$ cat src/rtl/fsr_pkg.sv
// Package with the request and result types and constants of the float split and round block.
package fsr_pkg;

	localparam logic [1:0] KIND_FREXP = 2'd0;
	localparam logic [1:0] KIND_MODF  = 2'd1;
	localparam logic [1:0] KIND_FLOOR = 2'd2;
	localparam logic [1:0] KIND_CEIL  = 2'd3;

	localparam logic [10:0] EXP_MAX  = 11'h7FF;
	localparam logic [10:0] EXP_HALF = 11'h3FE;
	localparam logic [10:0] EXP_ONE  = 11'h3FF;
	localparam logic [10:0] EXP_BIAS = 11'd1023;

	typedef struct packed {
		logic [1:0]  kind;
		logic [63:0] operand_bits;
	} req_t;

	typedef struct packed {
		logic [63:0]       main_bits;
		logic [63:0]       integer_part_bits;
		logic signed [11:0] binary_exponent;
	} res_t;

	// Decoded operand carried from the first stage.
	typedef struct packed {
		logic [1:0]  kind;
		logic [63:0] x;
		logic        is_special;
		logic        is_zero;
		logic        below_one;
		logic        integral;
		logic [52:0] mask;
		logic [5:0]  shamt;
	} dec_t;

	// Priority search for the highest set bit in a 53-bit word.
	function automatic logic [5:0] top_bit(input logic [52:0] v);
		logic [5:0] p;
		p = '0;
		for (int i = 0; i < 53; i++) begin
			if (v[i]) p = 6'(i);
		end
		return p;
	endfunction

endpackage

$ cat src/rtl/fsr_decode.sv
// First pipeline stage: field decode and generation of the fraction mask for modf, floor and ceil.
module fsr_decode (
	input  logic          clk,
	input  logic          arst_n,
	input  logic          en,
	input  logic          vin,
	input  fsr_pkg::req_t req,
	output logic          vout,
	output fsr_pkg::dec_t dec
);
	logic [10:0] bexp;
	logic [51:0] frac;
	logic [11:0] e;
	fsr_pkg::dec_t d;

	always_comb begin
		bexp = req.operand_bits[62:52];
		frac = req.operand_bits[51:0];
		e = {1'b0, bexp} - {1'b0, fsr_pkg::EXP_BIAS};
		d.kind = req.kind;
		d.x = req.operand_bits;
		d.is_special = (bexp == fsr_pkg::EXP_MAX);
		d.is_zero = (bexp == '0) && (frac == '0);
		d.below_one = (bexp < fsr_pkg::EXP_BIAS);
		d.integral = !d.below_one && (e >= 12'd52);
		d.shamt = d.integral || d.below_one ? 6'd0 : 6'(12'd52 - e);
		d.mask = (53'd1 << d.shamt) - 53'd1;
	end

	always_ff @(posedge clk or negedge arst_n) begin
		if (!arst_n) vout <= 1'b0;
		else if (en) vout <= vin;
	end

	always_ff @(posedge clk) begin
		if (en) dec <= d;
	end
endmodule

$ cat src/rtl/fsr_search.sv
// Second pipeline stage: leading-one search on the fraction or subnormal field.
module fsr_search (
	input  logic          clk,
	input  logic          arst_n,
	input  logic          en,
	input  logic          vin,
	input  fsr_pkg::dec_t dec,
	output logic          vout,
	output fsr_pkg::dec_t dec_o,
	output logic [52:0]   f_o,
	output logic [5:0]    p_o
);
	logic [52:0] f;

	always_comb begin
		if (dec.kind == fsr_pkg::KIND_FREXP) f = {1'b0, dec.x[51:0]};
		else f = {1'b0, dec.x[51:0]} & dec.mask;
	end

	always_ff @(posedge clk or negedge arst_n) begin
		if (!arst_n) vout <= 1'b0;
		else if (en) vout <= vin;
	end

	always_ff @(posedge clk) begin
		if (en) begin
			dec_o <= dec;
			f_o <= f;
			p_o <= fsr_pkg::top_bit(f);
		end
	end
endmodule

$ cat src/rtl/fsr_assemble.sv
// Third and fourth stages: shift, assemble and the floor or ceil increment.
module fsr_assemble (
	input  logic          clk,
	input  logic          arst_n,
	input  logic          en,
	input  logic          vin,
	input  fsr_pkg::dec_t dec,
	input  logic [52:0]   f,
	input  logic [5:0]    p,
	output logic          vout,
	output fsr_pkg::res_t res
);
	logic        sign;
	logic [10:0] bexp;
	logic [63:0] ip, fp, mainv;
	logic [52:0] fs;
	logic        has_frac;
	logic [11:0] expo;
	logic [11:0] fe;
	logic [63:0] ip_s3;
	logic [63:0] main_s3;
	logic [11:0] expo_s3;
	logic [5:0]  shamt_s3;
	logic        up_s3, below_s3, v_s3;
	logic [1:0]  kind_s3;
	logic [63:0] mag;

	always_comb begin
		sign = dec.x[63];
		bexp = dec.x[62:52];
		fs = f << (6'd52 - p);
		has_frac = 1'b0;
		expo = '0;
		ip = '0;
		fp = '0;
		mainv = dec.x;
		fe = '0;
		if (dec.kind == fsr_pkg::KIND_FREXP) begin
			if (!dec.is_special && !dec.is_zero) begin
				if (bexp == '0) begin
					mainv = {sign, fsr_pkg::EXP_HALF, fs[51:0]};
					expo = {6'd0, p} - 12'd1073;
				end else begin
					mainv = {sign, fsr_pkg::EXP_HALF, dec.x[51:0]};
					expo = {1'b0, bexp} - 12'd1022;
				end
			end
		end else begin
			if (dec.is_special) begin
				ip = dec.x;
				fp = (dec.x[51:0] != '0) ? dec.x : {sign, 63'd0};
			end else if (dec.below_one) begin
				ip = {sign, 63'd0};
				fp = dec.x;
				has_frac = dec.x[62:0] != '0;
			end else if (dec.integral) begin
				ip = dec.x;
				fp = {sign, 63'd0};
			end else begin
				ip = dec.x & ~{11'd0, dec.mask};
				if (f == '0) fp = {sign, 63'd0};
				else begin
					has_frac = 1'b1;
					// Exponent of the fraction: e - 52 + p + 1023 = 1023 - shamt + p.
					fe = {1'b0, fsr_pkg::EXP_BIAS} - {6'd0, dec.shamt} + {6'd0, p};
					fp = {sign, fe[10:0], fs[51:0]};
				end
			end
			mainv = fp;
		end
	end

	always_ff @(posedge clk or negedge arst_n) begin
		if (!arst_n) begin
			v_s3 <= 1'b0;
			vout <= 1'b0;
		end else if (en) begin
			v_s3 <= vin;
			vout <= v_s3;
		end
	end

	always_ff @(posedge clk) begin
		if (en) begin
			kind_s3 <= dec.kind;
			ip_s3 <= ip;
			main_s3 <= mainv;
			expo_s3 <= expo;
			shamt_s3 <= dec.shamt;
			below_s3 <= dec.below_one;
			up_s3 <= !dec.is_special && has_frac &&
				((dec.kind == fsr_pkg::KIND_FLOOR && sign) ||
				 (dec.kind == fsr_pkg::KIND_CEIL && !sign));
		end
	end

	// Adding one unit at the lowest integer bit may carry into the exponent, which is exact.
	always_comb begin
		mag = {1'b0, ip_s3[62:0]} + (64'd1 << shamt_s3);
	end

	always_ff @(posedge clk) begin
		if (en) begin
			res.binary_exponent <= expo_s3;
			res.integer_part_bits <= (kind_s3 == fsr_pkg::KIND_MODF) ? ip_s3 : '0;
			case (kind_s3)
				fsr_pkg::KIND_FREXP, fsr_pkg::KIND_MODF: res.main_bits <= main_s3;
				default: begin
					if (!up_s3) res.main_bits <= ip_s3;
					else if (below_s3) res.main_bits <= {ip_s3[63], fsr_pkg::EXP_ONE, 52'd0};
					else res.main_bits <= {ip_s3[63], mag[62:0]};
				end
			endcase
		end
	end
endmodule

$ cat src/rtl/float_split_and_round.sv
// Top level of the float split and round block.
// Each request gives one result after it is accepted; a request may be accepted in every cycle,
// so busy stays low. The four register stages are decode, leading-one search, shift and assembly,
// and the floor or ceil increment. The result strobe marks one cycle.
module float_split_and_round (
	input  logic          clk,
	input  logic          arst_n,
	input  logic          start,
	output logic          busy,
	input  fsr_pkg::req_t req,
	output logic          done,
	output fsr_pkg::res_t res
);
	logic          v1, v2;
	fsr_pkg::dec_t d1, d2;
	logic [52:0]   f2;
	logic [5:0]    p2;

	assign busy = 1'b0;

	fsr_decode u_dec (
		.clk(clk), .arst_n(arst_n), .en(1'b1), .vin(start), .req(req),
		.vout(v1), .dec(d1)
	);

	fsr_search u_srch (
		.clk(clk), .arst_n(arst_n), .en(1'b1), .vin(v1), .dec(d1),
		.vout(v2), .dec_o(d2), .f_o(f2), .p_o(p2)
	);

	fsr_assemble u_asm (
		.clk(clk), .arst_n(arst_n), .en(1'b1), .vin(v2), .dec(d2), .f(f2), .p(p2),
		.vout(done), .res(res)
	);
endmodule
$ cat config.mk
export PLATFORM = sky130hd
export DESIGN_NAME = float_split_and_round
export DESIGN_NICKNAME = d
export VERILOG_FILES = /design/src/rtl/fsr_pkg.sv /design/src/rtl/fsr_decode.sv /design/src/rtl/fsr_search.sv /design/src/rtl/fsr_assemble.sv /design/src/rtl/float_split_and_round.sv
export SDC_FILE = /design/constraint.sdc
export NUM_CORES = 1
export LEC_CHECK = 0
export BUFFER_PORTS_ARGS = -buffer_cell sky130_fd_sc_hd__buf_2
export CORE_MARGIN = 2
export CORE_UTILIZATION = 30
export CTS_BUF_LIST = sky130_fd_sc_hd__clkbuf_2
export DETAILED_ROUTE_END_ITERATION = 10
export PLACE_DENSITY_LB_ADDON = 0.12
export SYNTH_ARGS = -nofsm -noshare
export SYNTH_HDL_FRONTEND = slang
export SYNTH_SLANG_ARGS = --single-unit
$ cat constraint.sdc
create_clock -name clk -period 8.4 [get_ports clk]
set_input_delay 0.84 -clock clk [delete_from_list [all_inputs] [get_ports clk]]
set_output_delay 0.84 -clock clk [all_outputs]
set_load 0.005 [all_outputs]
== Word level (Yosys, flattened, before mapping) ==
Cells that the tools add are included.

* Bits in registers: 611
* Latch bits: 0
* RAM bits: 0
* Memory bits (read-only): 0
* Output and inout bits: 142
* Memories: 0

* Add/subtract/negate cells: 9
* $mul: 0
* Divide/modulo/power cells: 0
* $lt $le $gt $ge: 2
* Equality and inequality tests: 4
* Shift operators: 3
* Muxes and demuxes: 73
* Bitwise gates (word level): 3
* Reductions and logical operators: 26

{| class="wikitable"
|+ Operators by type and width
! cell !! number
|-
| 2-to-1 mux 63 bit || 9
|-
| 2-to-1 mux 64 bit || 4
|-
| 2-to-1 mux 5 bit || 32
|-
| bitwise AND 64 bit || 1
|-
| NOT 53 -> 64 bit || 1
|-
| adder 63 bit || 1
|-
| nonzero test 63 bit || 1
|-
| left shift 1 x 6 -> 63 bit (first input constant) || 1
|-
| bitwise AND 52 x 53 -> 53 bit || 1
|-
| logical NOT 53 bit || 1
|-
| 2-to-1 mux 53 bit || 1
|-
| left shift 1 x 6 -> 53 bit (first input constant) || 1
|-
| left shift 53 x 6 -> 52 bit || 1
|-
| subtractor 53 x 1 -> 53 bit (second input constant) || 1
|-
| logical NOT 52 bit || 1
|-
| 2-to-1 mux 52 bit || 1
|-
| nonzero test 52 bit || 1
|-
| 2-to-1 mux 4 bit || 8
|-
| 2-to-1 mux 3 bit || 8
|-
| subtractor 11 x 10 -> 12 bit (second input constant) || 2
|-
| logical NOT 11 bit || 2
|-
| OR reduction 21 bit || 1
|-
| >= comparator 12 x 6 -> 1 bit (second input constant) || 1
|-
| 2-to-1 mux 12 bit || 1
|-
| other kinds (18) || 38
|}

== Logic depth before layout (Yosys ltp) ==
* Word-level depth: 53
* Depth in mapped cells: 18
* Gate-level depth less buffers: 16

== Hierarchy ==
A second synthesis with hierarchy kept.

* Cells, all modules: 2,864
* Area, all modules: 32,109.5 um^2

{| class="wikitable"
|+ Modules (own cells, without submodules)
! module !! instances !! cells each !! area each (um^2) !! sequential area each (um^2)
|-
| fsr_assemble || 1 || 1,977 || 19,223.4 || 8,758.4
|-
| fsr_search || 1 || 383 || 6,703.9 || 5,640.4
|-
| fsr_decode || 1 || 501 || 6,167.2 || 3,898.7
|-
| float_split_and_round || 1 || 3 || 15.0 || 0.0
|}

== Least setup slack after synthesis ==
OpenSTA, ideal clock, no wires.

* Kind: input -> register
* Start: input port req[52] (netlist bit)
* End: register u_dec.dec[58] (netlist name)
* Library setup time: 95 ps
* Arrival: 4,359 ps
* Path slack: 3,946 ps
* Stages: 16
* Buffers on the path: 4
* Cell sequence: buf_2 inv_1 ha_1 a2111oi_2 o21ai_1 and2_1 a311o_1 or2_1 clkbuf_1 clkbuf_1 a21oi_1 ha_1 clkbuf_1 o211ai_2 a311o_1 a221oi_1

{| class="wikitable"
|+ RTL lines
! item !! line !! text
|-
| from (decl) || float_split_and_round.sv:10 || <nowiki>input fsr_pkg::req_t req,</nowiki>
|}

==> metrics.md <==
| Metric | Value |
|---|---|
| Data required time of the critical path | slightly below 10 ns |
| Initial core utilization | between 30% and 40% |
| Flip-flop and latch area | roughly 0.012 sq mm |
| Clock insertion delay at the later pin of the skew report | about 1.4 ns |
| Violation count after the first detailed-routing iteration | around 1.7k |
| Cell family contributing the most delay on the critical path | compound AO/OA/AOI/OAI gates |
| Post-synth net total | 2,966 |
| Category of the critical setup timing path | in2reg |
| Number of setup buffers added after CTS | 0 |
| Count of fill cells added during filler insertion | between 8k and 9k |
| Leakage power summed over all cells | about 13 nW |
| Largest driver fanout on the critical path | 14 |
| Final Max Slew Viols | 0 |
| Length of the first detailed-routing pass in iterations | 6 |
| Final Cycle Share | between 50% and 60% |
| Half-perimeter wire length after placement | just over 80,000 um |
| Crit path max-delay cell type | sky130_fd_sc_hd__dlygate4sd3_1 |
| Yosys top cell area share | between 40% and 50% |
| Setup repair after global routing missed its margin | no |
| Final hold violation count | 0 |
| Largest stage delay, worst path | around 0.52 ns |
| Total power per unit cell area | 216 mW/mm^2 |
| Crit. Startpoint | req[52] |
| Number of nets with antenna violations after detailed routing | 0 |
| Max transition margin | between 20% and 30% |
| Clock-pin slew on the worst setup and hold paths | 0.10 ns |
| Vias in the first global route | between 20k and 25k |
| Final clock skew | between 0.1 and 0.15 ns |
| Min cycle time layout | around 5.0 ns |
| Arrival time at the worst endpoint | roughly 6.3 ns |
| Worst-case reg-to-reg path depth | 14 |
| Post-Route WL | 104,000 um |
| Net total in the final layout | between 3k and 4k |
| Final core occ | 36.0% |
| Ys flop type | sky130_fd_sc_hd__dfxtp_1 |
| First-pass GRT wire length | about 150,000 um |
| Total overflow reported by the global router | 0 |
| CTS tree | built |
| Maximum number of pins on one net before global-route repair | 93 |
| Highest ir drop seen on vdd | about 0.000098 V |
| Syn avg cell area | 9.11 sq um |
| Routed via count divided by cell count | around 5.2 |
| Element type at the critical path start | input pin |
| Number of resized instances in the post-cts repair step | 0 |
| Count of flip-flops with a built-in enable after synthesis | 0 |
| Ratio of cells with drive above 1 in the final layout | around 17% |
| Register-to-register path setup slack | around 3.6 ns |
| Crit path depth | 17 |
| Hold/Removal Path Class | in2reg |
| Port Buffer Count | ~210 |
| Clock buffers created by TritonCTS | ~160 |
| Number of sinks driven by the clock tree | 610 |
| Post-synthesis instance total | around 2.8k |
| WL/cell | roughly 23 um |
| Area contributors post-synth | sky130_fd_sc_hd__dfxtp_1 47%, sky130_fd_sc_hd__nand2_1 4.1%, sky130_fd_sc_hd__a21oi_1 4.0% |
| Yosys warning total | 0 |
| Fin Setup TNS | 0 ns |
| Final weighted congestion in routability-driven placement | 0.958 |
| Category of the worst setup path capture point | flip-flop |
| Synth Register Bits | 610 |
| List of most frequent post-synthesis cells | 606 x sky130_fd_sc_hd__dfxtp_1, 282 x sky130_fd_sc_hd__nand2_1, 252 x sky130_fd_sc_hd__nor2_1 |
| Initial antenna violation count | 8 |
| Capture point of the critical path | u_dec.dec[30] |
| R2R Path Start | u_asm.shamt_s3[0] |
| DRC viols | 0 |
| Cell with the most instances on the worst path | sky130_fd_sc_hd__a21oi_1 |
| Height of the chip | about 300 um |
| Count of final setup violators | 0 |
| Synthesized area | about 0.026 sq mm |
| Core Region | ~0.085 sq mm |
| Transition time of the tightest slew-check pin | 1.11 ns |
| Synth async-reset ratio | less than 1% |
| Biggest area consumer among synthesized cells | sky130_fd_sc_hd__dfxtp_1 |
| Cell variety after synth | 85 |
| Width of the die | approximately 300 um |
| Hold-fix buffers, CTS | roughly 120 |
| Detailed-route via count | between 20k and 25k |
| Total global-route track usage | 23.4% |
| Number of top-level design ports | 211 |
| Sequential element share of the synthesized area | around 48% |
| Maximum Capacitance Violations | 0 |
| Deepest clock path buffer count | 3 |
| Buf+Inv Stages, Crit Path | 4 |
| Relative area change from synthesis to final layout | 19.0% |
| Chain of cells forming the critical path | dlygate4sd3_1 -> buf_2 -> inv_1 -> ha_1 -> nand2b_1 -> a21oi_1 -> o21ai_1 -> a2111oi_0 -> a311o_1 -> or2_1 -> a21oi_1 -> ha_1 -> clkinv_1 -> a21oi_1 -> o21a_1 -> o21ai_0 -> o41ai_1 |
| Die area | around 0.088 sq mm |
| FF-to-FF End | u_asm.res[138] |
| Number of placement rows | about 110 |
| Most common cell in the synthesized netlist | sky130_fd_sc_hd__dfxtp_1 |
| Clock Tree Root | sky130_fd_sc_hd__clkbuf_2 |
| Total number of H-tree levels | 4 |
| Fmax | 199 MHz |
| Total area of multi-input combinational cells | ~0.013 sq mm |
| Outcome | finished, final reports clean |
==> logic make-up after synthesis <==
group / after synthesis / share of synthesized area [%]
AO/OA/AOI/OAI: 757 / 19.1
XOR/XNOR: 82 / 2.80
adder cells (fa/ha/maj): 77 / 3.81
buffers and inverters: 256 / 3.80
flip-flops: 610 / 47.6
multiplexers: 85 / 5.18
other: 1 / 0.0146
AND/OR/NAND/NOR: 952 / 17.7
==> routing by layer <==
layer	vias up	routed length [um]	global-route usage [%]
met5	-	0	0
met4	0	4130	10.9
met3	142	5030	3.60
met2	864	46500	36.3
met1	11100	48700	32.0
li1	10900	-	-
==> registers in the layout, summed over array words and instances, names as in the netlist <==
| name | count |
|---|---|
| u_asm.res | 140 |
| u_srch.dec_o | 129 |
| u_asm.main_s3 | 64 |
| u_asm.v_s3 | 1 |
| u_srch.vout | 1 |
| u_dec.dec | 129 |
| u_asm.ip_s3 | 64 |
| u_asm.kind_s3 | 2 |
| u_srch.f_o | 52 |
| u_asm.shamt_s3 | 6 |
| u_asm.expo_s3 | 12 |
| u_asm.up_s3 | 1 |
| u_dec.vout | 1 |
| u_srch.p_o | 6 |
| u_asm.vout | 1 |
| u_asm.below_s3 | 1 |
==> layout make-up <==
cell class / instances / share of cell area [%]
antenna: 5 / 0.0409
clock buffer: 211 / 3.45
clock inverter: 66 / 1.32
inverter: 97 / 1.19
multi-input combinational: 1954 / 41.3
sequential: 610 / 40.0
tap: 1144 / 4.68
timing repair buffer: 356 / 8.00
==> cell usage in the layout, fill, tap and decap left out, drive strengths merged, types with 20 or more instances in the layout <==
cell type / netlist / routed
a211oi: 33 / 33
a21o: 52 / 52
a21oi: 206 / 206
a22o: 29 / 29
a22oi: 56 / 56
a31oi: 24 / 24
and2: 87 / 87
and3: 72 / 72
buf: 19 / 238
clkbuf: 140 / 211
clkinv: 2 / 54
dfxtp: 606 / 606
dlygate4sd3: 0 / 118
ha: 75 / 75
inv: 95 / 101
mux2i: 43 / 43
mux4: 38 / 38
nand2: 283 / 283
nand2b: 20 / 20
nand3: 46 / 46
nand4: 37 / 37
nor2: 252 / 252
nor2b: 21 / 21
nor3: 40 / 40
nor4: 53 / 53
o21a: 26 / 26
o21ai: 181 / 181
o22ai: 22 / 22
xnor2: 48 / 48
xor2: 34 / 34
==> how the worst min path moves through the flow <==
stage | start | end | slack (ns) | depth (start not counted)
floorplan | u_asm.expo_s3[0] | u_asm.res[0] | 0.31 | 0
global placement | u_dec.dec[121] | u_srch.dec_o[121] | 0.31 | 0
detailed placement | u_dec.dec[3] | u_srch.dec_o[3] | 0.31 | 0
CTS | req[44] | u_dec.dec[107] | 0.0001 | 2
global route | req[50] | u_dec.dec[113] | 0.06 | 2
finish | req[44] | u_dec.dec[107] | 0.21 | 2
==> power by group <==
part	leakage (nW)	total, W	internal (W)	switching (W)
logic	7.34	0.00136	0.000491	0.000874
clock network	1.08	0.00205	0.000822	0.00123
registers	5.06	0.00320	0.00305	0.000147
==> stage by stage <==
| step | hold WS, ns | power (W) | setup slack (ns) | instances | instance area (sq um) |
|---|---|---|---|---|---|
| after global routing | 0.0635 | 0.00697 | 3.11 | 4439 | 30600 |
| final | 0.212 | 0.00661 | 3.37 | 4443 | 30600 |
| after floorplan | 0.310 | 0.00404 | 3.95 | 2820 | 25700 |
| after CTS | 0.000105 | 0.00669 | 3.62 | 4438 | 30600 |
| after detailed placement | 0.312 | 0.00457 | 2.61 | 4043 | 27900 |
| after global placement | 0.315 | 0.00458 | 2.70 | 4043 | 27900 |
Power figures use the tool's default switching activity.
